**src/nsfd_pkg.sv**
```systemverilog
// Shared types, constants and character decode functions for the NMEA field decoder.
package nsfd_pkg;

  localparam int MAX_SENTENCE_LEN_DEF = 128;
  localparam int FIFO_DEPTH = 4;
  localparam int IN_W = 8;
  localparam int VAL_W = 13;
  localparam int NUM_VALS = 10;
  localparam int FAIL_W = 16;
  localparam int STATUS_W = 2;
  localparam int OUT_BITS = STATUS_W + NUM_VALS * VAL_W + FAIL_W;
  localparam int OUT_W = ((OUT_BITS + 7) / 8) * 8;
  localparam int HDR_LEN = 7;

  localparam logic [7:0] CH_DOLLAR = 8'h24;
  localparam logic [7:0] CH_LF = 8'h0A;
  localparam logic [7:0] CH_STAR = 8'h2A;
  localparam logic [7:0] CH_COMMA = 8'h2C;

  typedef enum logic [1:0] {
    ST_IMU   = 2'd0,
    ST_OTHER = 2'd1,
    ST_FAIL  = 2'd2
  } status_t;

  typedef struct packed {
    logic [7:0] ch;
    logic       is_dollar;
    logic       is_lf;
    logic       is_star;
    logic       is_comma;
    logic       sx_bad;
    logic [5:0] sx;
    logic       hx_bad;
    logic [3:0] hx;
  } cls_t;

  // base-64 sextet; bit 6 set = bad character
  function automatic logic [6:0] sextet_of(input logic [7:0] c);
    logic [6:0] r;
    r = 7'h40;
    if (c >= 8'h30 && c <= 8'h39) begin
      r = {1'b0, 6'(c - 8'h30)};
    end else if (c >= 8'h41 && c <= 8'h5A) begin
      r = {1'b0, 6'(c - 8'h41 + 8'd10)};
    end else if (c >= 8'h61 && c <= 8'h7A) begin
      r = {1'b0, 6'(c - 8'h61 + 8'd36)};
    end else if (c == 8'h5B) begin
      r = {1'b0, 6'd62};
    end else if (c == 8'h5D) begin
      r = {1'b0, 6'd63};
    end
    return r;
  endfunction

  // hex digit; bit 4 set = not a hex digit
  function automatic logic [4:0] hex_of(input logic [7:0] c);
    logic [4:0] r;
    r = 5'h10;
    if (c >= 8'h30 && c <= 8'h39) begin
      r = {1'b0, 4'(c - 8'h30)};
    end else if (c >= 8'h41 && c <= 8'h46) begin
      r = {1'b0, 4'(c - 8'h41 + 8'd10)};
    end else if (c >= 8'h61 && c <= 8'h66) begin
      r = {1'b0, 4'(c - 8'h61 + 8'd10)};
    end
    return r;
  endfunction

  // "$PITRI,"
  function automatic logic [7:0] hdr_char(input logic [2:0] idx);
    logic [7:0] r;
    unique case (idx)
      3'd0: r = CH_DOLLAR;
      3'd1: r = 8'h50;
      3'd2: r = 8'h49;
      3'd3: r = 8'h54;
      3'd4: r = 8'h52;
      3'd5: r = 8'h49;
      3'd6: r = CH_COMMA;
      default: r = 8'h00;
    endcase
    return r;
  endfunction

endpackage

```
**src/nsfd_front.sv**
```systemverilog
// Front end: accepts received characters and classifies them for the sentence engine.
module nsfd_front (
  input  logic                  s_tvalid,
  output logic                  s_tready,
  input  logic [7:0]            s_tdata,  // [7:0] rx_byte
  input  logic                  q_full,
  output logic                  push,
  output nsfd_pkg::cls_t        cls
);

  logic [6:0] sx;
  logic [4:0] hx;

  assign s_tready = !q_full;
  assign push = s_tvalid && !q_full;

  always_comb begin
    sx = nsfd_pkg::sextet_of(s_tdata);
    hx = nsfd_pkg::hex_of(s_tdata);
    cls.ch = s_tdata;
    cls.is_dollar = (s_tdata == nsfd_pkg::CH_DOLLAR);
    cls.is_lf = (s_tdata == nsfd_pkg::CH_LF);
    cls.is_star = (s_tdata == nsfd_pkg::CH_STAR);
    cls.is_comma = (s_tdata == nsfd_pkg::CH_COMMA);
    cls.sx_bad = sx[6];
    cls.sx = sx[5:0];
    cls.hx_bad = hx[4];
    cls.hx = hx[3:0];
  end

endmodule

```
**src/nsfd_fifo.sv**
```systemverilog
// Short queue of classified characters between front end and sentence engine.
module nsfd_fifo (
  input  logic           clk,
  input  logic           rst,
  input  logic           push,
  input  nsfd_pkg::cls_t wdata,
  output logic           full,
  input  logic           pop,
  output logic           nonempty,
  output nsfd_pkg::cls_t rdata
);

  localparam int PTR_W = $clog2(nsfd_pkg::FIFO_DEPTH);
  localparam int CNT_W = $clog2(nsfd_pkg::FIFO_DEPTH + 1);

  nsfd_pkg::cls_t    mem [nsfd_pkg::FIFO_DEPTH];
  logic [PTR_W-1:0]  wptr;
  logic [PTR_W-1:0]  rptr;
  logic [CNT_W-1:0]  count;
  logic              do_pop;

  assign full = (count == CNT_W'(nsfd_pkg::FIFO_DEPTH));
  assign nonempty = (count != '0);
  assign do_pop = pop && nonempty;
  assign rdata = mem[rptr];

  always_ff @(posedge clk) begin
    if (push) begin
      mem[wptr] <= wdata;
    end
  end

  always_ff @(posedge clk) begin
    if (rst) begin
      wptr <= '0;
      rptr <= '0;
      count <= '0;
    end else begin
      if (push) begin
        wptr <= (wptr == PTR_W'(nsfd_pkg::FIFO_DEPTH - 1)) ? '0 : wptr + PTR_W'(1);
      end
      if (do_pop) begin
        rptr <= (rptr == PTR_W'(nsfd_pkg::FIFO_DEPTH - 1)) ? '0 : rptr + PTR_W'(1);
      end
      if (push && !do_pop) begin
        count <= count + CNT_W'(1);
      end else if (!push && do_pop) begin
        count <= count - CNT_W'(1);
      end
    end
  end

endmodule

```
**src/nsfd_back.sv**
```systemverilog
// Sentence engine: checksum, header match, field decode and registered result.
module nsfd_back #(
  parameter int MAX_SENTENCE_LEN = nsfd_pkg::MAX_SENTENCE_LEN_DEF
) (
  input  logic                       clk,
  input  logic                       rst,
  input  logic                       q_nonempty,
  input  nsfd_pkg::cls_t             q_data,
  output logic                       pop,
  output logic                       m_tvalid,
  input  logic                       m_tready,
  output logic [nsfd_pkg::OUT_W-1:0] m_tdata
);

  localparam int PW = $clog2(MAX_SENTENCE_LEN);
  localparam int VW = nsfd_pkg::VAL_W;
  localparam int SW = $clog2(nsfd_pkg::NUM_VALS);

  typedef enum logic [2:0] {
    PH_HUNT,
    PH_BODY,
    PH_CKHI,
    PH_CKLO,
    PH_WAIT
  } phase_t;

  phase_t                       phase;
  logic [PW-1:0]                pos;
  logic [7:0]                   xr;
  logic                         hdr_ok;
  logic [3:0]                   fidx;
  logic [1:0]                   cif;
  logic                         hi_bad;
  logic [5:0]                   hi;
  logic [8:0]                   rck;
  logic [nsfd_pkg::FAIL_W-1:0]  fails;
  logic signed [VW-1:0]         vals [nsfd_pkg::NUM_VALS];

  logic [PW-1:0]                pos_next;
  logic                         ck_ok;
  logic [nsfd_pkg::FAIL_W-1:0]  fails_next;
  logic                         slot_hit;
  logic [SW-1:0]                slot;
  logic signed [VW-1:0]         val_next;
  logic [nsfd_pkg::OUT_W-1:0]   result;
  nsfd_pkg::status_t            status;

  assign pop = q_nonempty && (!m_tvalid || m_tready);

  always_comb begin
    pos_next = pos + PW'(1);
    ck_ok = (phase == PH_WAIT) && (rck == {1'b0, xr});
    fails_next = (fails == '1) ? fails : fails + nsfd_pkg::FAIL_W'(1);
    slot_hit = (fidx <= 4'd8) || (fidx == 4'd12);
    slot = (fidx == 4'd12) ? SW'(9) : SW'(fidx);
    val_next = (hi_bad || q_data.sx_bad) ? '1 : {1'b0, hi, q_data.sx};
    if (!ck_ok) begin
      status = nsfd_pkg::ST_FAIL;
    end else if (hdr_ok) begin
      status = nsfd_pkg::ST_IMU;
    end else begin
      status = nsfd_pkg::ST_OTHER;
    end
    result = '0;
    result[nsfd_pkg::STATUS_W-1:0] = status;
    if (status == nsfd_pkg::ST_IMU) begin
      for (int i = 0; i < nsfd_pkg::NUM_VALS; i++) begin
        result[nsfd_pkg::STATUS_W + i*VW +: VW] = vals[i];
      end
    end
    result[nsfd_pkg::STATUS_W + nsfd_pkg::NUM_VALS*VW +: nsfd_pkg::FAIL_W] =
      ck_ok ? fails : fails_next;
  end

  always_ff @(posedge clk) begin
    if (rst) begin
      phase <= PH_HUNT;
      m_tvalid <= 1'b0;
      fails <= '0;
      pos <= '0;
      xr <= '0;
      hdr_ok <= 1'b1;
      fidx <= '0;
      cif <= '0;
      hi_bad <= 1'b0;
      hi <= '0;
      rck <= '0;
      for (int i = 0; i < nsfd_pkg::NUM_VALS; i++) begin
        vals[i] <= '1;
      end
    end else begin
      if (m_tvalid && m_tready) begin
        m_tvalid <= 1'b0;
      end
      if (pop) begin
        if (q_data.is_dollar) begin
          phase <= PH_BODY;
          pos <= '0;
          xr <= '0;
          hdr_ok <= 1'b1;
          fidx <= '0;
          cif <= '0;
          hi_bad <= 1'b0;
          hi <= '0;
          rck <= '0;
          for (int i = 0; i < nsfd_pkg::NUM_VALS; i++) begin
            vals[i] <= '1;
          end
        end else if (phase != PH_HUNT) begin
          pos <= pos_next;
          if (q_data.is_lf) begin
            m_tvalid <= 1'b1;
            m_tdata <= result;
            if (!ck_ok) begin
              fails <= fails_next;
            end
            phase <= PH_HUNT;
          end else begin
            unique case (phase)
              PH_BODY: begin
                if (q_data.is_star) begin
                  if (pos_next < PW'(nsfd_pkg::HDR_LEN + 1)) begin
                    hdr_ok <= 1'b0;
                  end
                  phase <= PH_CKHI;
                end else begin
                  xr <= xr ^ q_data.ch;
                  if (pos_next < PW'(nsfd_pkg::HDR_LEN)) begin
                    if (q_data.ch != nsfd_pkg::hdr_char(pos_next[2:0])) begin
                      hdr_ok <= 1'b0;
                    end
                  end else if (hdr_ok) begin
                    if (q_data.is_comma) begin
                      if (fidx != 4'd15) begin
                        fidx <= fidx + 4'd1;
                      end
                      cif <= 2'd0;
                    end else if (cif == 2'd0) begin
                      hi_bad <= q_data.sx_bad;
                      hi <= q_data.sx;
                      cif <= 2'd1;
                    end else if (cif == 2'd1) begin
                      if (slot_hit) begin
                        vals[slot] <= val_next;
                      end
                      cif <= 2'd2;
                    end
                  end
                end
              end
              PH_CKHI: begin
                rck <= {q_data.hx_bad, q_data.hx, 4'b0000};
                phase <= PH_CKLO;
              end
              PH_CKLO: begin
                rck <= (rck[8] || q_data.hx_bad) ? 9'h100 : {1'b0, rck[7:4], q_data.hx};
                phase <= PH_WAIT;
              end
              default: begin
              end
            endcase
            if (pos_next >= PW'(MAX_SENTENCE_LEN - 1)) begin
              phase <= PH_HUNT;
            end
          end
        end
      end
    end
  end

endmodule

```
**src/nmea_sentence_field_decoder_unit.sv**
```systemverilog
// Top level of the NMEA sentence field decoder: front end, queue and sentence engine.
// Throughput: one character per cycle, unless the output stalls until its register drains.
// A result is registered at the engine output after its line feed has passed the queue.
// A stalled output holds the engine; the four-entry queue then fills before s_tready drops.
// Synchronous reset clears the engine to hunting, the queue to empty, the fail count to zero.
module nmea_sentence_field_decoder_unit #(
  parameter int MAX_SENTENCE_LEN = nsfd_pkg::MAX_SENTENCE_LEN_DEF
) (
  input  logic                       clk,
  input  logic                       rst,
  input  logic                       s_tvalid,
  output logic                       s_tready,
  input  logic [7:0]                 s_tdata,  // [7:0] rx_byte
  output logic                       m_tvalid,
  input  logic                       m_tready,
  // [1:0] status, [14:2] accel_x, [27:15] accel_y, [40:28] accel_z,
  // [53:41] gyro_x, [66:54] gyro_y, [79:67] gyro_z, [92:80] mag_x,
  // [105:93] mag_y, [118:106] mag_z, [131:119] sample_time,
  // [147:132] fail_count, [151:148] zero
  output logic [nsfd_pkg::OUT_W-1:0] m_tdata
);

  nsfd_pkg::cls_t cls;
  nsfd_pkg::cls_t q_data;
  logic           push;
  logic           q_full;
  logic           q_nonempty;
  logic           pop;

  nsfd_front u_front (
    .s_tvalid (s_tvalid),
    .s_tready (s_tready),
    .s_tdata  (s_tdata),
    .q_full   (q_full),
    .push     (push),
    .cls      (cls)
  );

  nsfd_fifo u_fifo (
    .clk      (clk),
    .rst      (rst),
    .push     (push),
    .wdata    (cls),
    .full     (q_full),
    .pop      (pop),
    .nonempty (q_nonempty),
    .rdata    (q_data)
  );

  nsfd_back #(
    .MAX_SENTENCE_LEN (MAX_SENTENCE_LEN)
  ) u_back (
    .clk        (clk),
    .rst        (rst),
    .q_nonempty (q_nonempty),
    .q_data     (q_data),
    .pop        (pop),
    .m_tvalid   (m_tvalid),
    .m_tready   (m_tready),
    .m_tdata    (m_tdata)
  );

endmodule

```
**config.mk**
```make
export PLATFORM = sky130hd
export DESIGN_NAME = nmea_sentence_field_decoder_unit
export DESIGN_NICKNAME = d
export VERILOG_FILES = /design/src/nsfd_pkg.sv /design/src/nsfd_front.sv /design/src/nsfd_fifo.sv /design/src/nsfd_back.sv /design/src/nmea_sentence_field_decoder_unit.sv
export SDC_FILE = /design/constraint.sdc
export NUM_CORES = 1
export LEC_CHECK = 0
export BUFFER_PORTS_ARGS = -buffer_cell sky130_fd_sc_hd__buf_2
export CAP_MARGIN = 0
export CORE_MARGIN = 2
export CORE_UTILIZATION = 55
export DETAILED_ROUTE_END_ITERATION = 10
export PLACE_DENSITY = 0.75
export SYNTH_ARGS = -nofsm -noshare
export SYNTH_HDL_FRONTEND = slang
export SYNTH_SLANG_ARGS = --single-unit
```
**constraint.sdc**
```tcl
create_clock -name clk -period 18.3 [get_ports clk]
set_input_delay 3.66 -clock clk [delete_from_list [all_inputs] [get_ports clk]]
set_output_delay 3.66 -clock clk [all_outputs]
set_load 0.01 [all_outputs]
```
==> qor.txt <==
Run status: complete, no violations
Post-Layout Cell Count: 2,026
# setup viols final: 0
Via count: 11.3k
Post-DP HPWL: 24,200 um
Max cap viols: 0
Share of layout cells above drive strength 1: 0.188
Remaining DRCs: 0
CTS buffer count: 44
VDD IR-drop max: 0.0867 mV
Fmax: 157 MHz
Initial drt markers: 997
Clock root buffer: clkbuf_16
CP max stage cell: or4b_2
CP Capture Type: flop
Clock Latency Late Sink: 0.56 ns
Placed cell count: 1,946
Worst path max stage delay: 0.67 ns
Lkg Pwr: 0.00729 uW
Area of the mapped netlist: 18,500 um2
H-tree Lvls: 2
Post-layout util: 0.632
Site Rows: 67
Post-synth EDFFs: 374
# hold bufs at CTS: 0
GRT overflow: 0
Vias in the first global route: 10.7k
IO Count: 166
Top cell type's share of synthesized area: 0.608
Drt total wl: 36,800 um
Worst Tran Pin Value: 1.14 ns
Final Hold Fails: 0
TritonRoute pass-1 iters: 6
Crit-path cells: buf_2, inv_1, ha_1, or4b_2, a311o_1, o211ai_1, nand2_1, o311ai_0
Die width: 187 um
Total power: 2430 uW
CTS max path bufs: 3
Fin crit period: 6.36 ns
Tightest hold margin: 0.465 ns
Kind of critical path: in -> reg
Cts repair resizes: 0
Worst Path Buf+Inv: 2
GRT Total Usage: 0.210
Synth Flop Type: edfxtp_1
Crit path max-delay family: compound AO/OA/AOI/OAI gates
Final setup TNS: 0 ns
First-pass GRT wire length: 58,500 um
Ys Warns: 0
Via density: 5.56
Crit start category: input port
Biggest area consumer among synthesized cells: edfxtp_1
Nets: 1,585
Antenna-violating nets left: 0
Clk_skew: 0.0247 ns
Power density cells: 116 nW/um2
Diodes inserted: 0
Share of async-settable or async-resettable flops after synthesis: 0
Synthesized flop and latch total: 441
# Post-CTS Setup Buffers: 0
CTS tree: done
Cells after Synth: 1,383
Top fanout value on the critical path: 13
Multi-input gate area: 5510 um2
Die height: 187 um
Num Clock Sinks: 441
Die area: 35,100 um2
CP arrival: 6.60 ns
Area grow syn2layout: 13.9%
Worst hold path class: reg -> reg
RePlAce Congestion: 0.913
Synth unique cells: 74
Fill cell count: 2,520
Largest net degree at the start of global routing: 131
Port bufs: 161
Worst Path Required: 18.54 ns
Synth area leaders: edfxtp_1, dfxtp_1, and2_1, nand2_1, mux4_2
Unrepaired setup endpoints after global routing: false
Max transition margin: 0.236
Post-synthesis sequential area ratio: 0.681
Initial antenna violation count: 0
Routed WL per cell: 18.2 um
Core area: 33,300 um2
Mean Syn Cell Area: 13.4 um2
Worst-path clk slew: 0.06 ns
Sequential standard cell area: 12,600 um2
Initial core utilization: 0.555
Slew Viols, Final: 0
Crit share post-route: 0.348
==> logic make-up after synthesis <==
group	Yosys count	synth area share
simple gates	568	0.164
flops	441	0.681
compound gates	157	0.0524
buf+inv	101	0.0231
xor+xnor	56	0.0266
fa+ha+maj	30	0.0206
mux	29	0.0321
other cells	1	0.000203
==> stage by stage <==
stage	setup WS (ns)	instance area, um2
global placement	11.58	19700
global route	11.56	21000
CTS	11.97	21000
floorplan	7.13	18500
detailed placement	11.41	19700
finish	11.94	21000
==> synth_stat cells, drive strengths merged, types with 4 or more instances <==
library cell and count:
mux4 24, nor4 16, nand2b 7, a31o 4
and3 12, a21oi 52, xor2 34, o31ai 4
nand3b 8, o211ai 5, nand3 34, or4 4
dfxtp 67, nand4 14, ha 28, clkbuf 48
inv 33, nor3 29, xnor2 22, nand2 182
nor2 66, nor2b 10, a22oi 6, or3 9
a211oi 5, a31oi 7, buf 20, and2 137
or2 26, edfxtp 374, nand4b 4, o21ai 42
==> power breakdown <==
part	total, uW	internal, uW	switching [uW]
sequential	1190	1160	28.4
clock	824	459	365
combinational	418	139	278
total	2430	1760	672
==> cell type report <==
type,count,share of cell area
well taps,448,0.0266
multi-input cells,844,0.262
repair buffers,180,0.0451
flip-flops and latches,441,0.598
inverters,33,0.00589
clock buffers,52,0.0538
clock inverters,28,0.00904
==> sequential cells by signal (all words and copies together), names as in the netlist, named ones only <==
| register | flops |
|---|---|
| u_back.m_tdata | 148 |
| u_back.vals | 130 |
| u_fifo.mem | 96 |
| u_back.fails | 16 |
| u_back.rck | 9 |
| u_back.xr | 8 |
| u_back.pos | 7 |
| u_back.hi | 6 |
| u_back.fidx | 4 |
| u_back.phase | 3 |
| u_fifo.count | 3 |
| u_back.cif | 2 |
| u_fifo.rptr | 2 |
| u_fifo.wptr | 2 |
| u_back.hdr_ok | 1 |
| u_back.hi_bad | 1 |
| u_back.m_tvalid | 1 |
==> worst reg2reg max path: stages (launching register included) <==
cell and delay [ns]:
dfxtp_1 0.31, buf_4 0.41, mux4_2 0.79, nor4_2 0.61, nand2_1 0.24, nor2_4 0.12, buf_4 0.60, buf_4 0.93
==> layer usage <==
layer,global-route usage,vias to the layer above,wire length [um],share of wire
met2,0.344,394,18000,0.49
met5,0,-,0,0
met4,0.0589,0,763,0.021
met1,0.296,5480,15700,0.43
li1,-,5331,-,-
met3,0.0302,55,2300,0.062
==> worst paths after layout <==
check | start | endpoint | slack, ns | cells past startpoint
worst max-delay path | s_tdata[0] | u_fifo.mem[3][5] | 11.94 | 8
worst min-delay path | u_back.rck[0] | u_back.rck[0] | 0.47 | 2
worst max register to register | flop | u_back.m_tdata[102] | 13.84 | 7
worst min register to register | u_back.rck[0] | u_back.rck[0] | 0.47 | 2
==> cells in the final DEF (no fill, tap or decap), types with 4 or more instances in the layout <==
| master | n |
|---|---|
| nor4_1 | 10 |
| xnor2_1 | 22 |
| a211oi_1 | 5 |
| o21ai_0 | 35 |
| a31o_2 | 4 |
| conb_1 | 4 |
| or2_1 | 24 |
| and3_1 | 12 |
| and2_1 | 136 |
| edfxtp_1 | 374 |
| a22oi_1 | 6 |
| xor2_1 | 34 |
| buf_2 | 161 |
| nor3_2 | 7 |
| dfxtp_1 | 67 |
| a21oi_1 | 52 |
| nand2b_1 | 7 |
| o21ai_1 | 7 |
| nor3_1 | 22 |
| nand3_1 | 34 |
| nor2_1 | 64 |
| a31oi_1 | 7 |
| nand3b_1 | 8 |
| o211ai_1 | 5 |
| clkbuf_1 | 8 |
| or3_1 | 7 |
| nor2b_1 | 10 |
| mux4_2 | 24 |
| nor4_4 | 5 |
| ha_1 | 28 |
| nand4_1 | 14 |
| buf_4 | 19 |
| nand4b_1 | 4 |
| clkinv_1 | 9 |
| clkinv_2 | 13 |
| clkbuf_16 | 44 |
| inv_1 | 33 |
| nand2_1 | 182 |
Note: power is estimated with default switching activity, not from simulation.
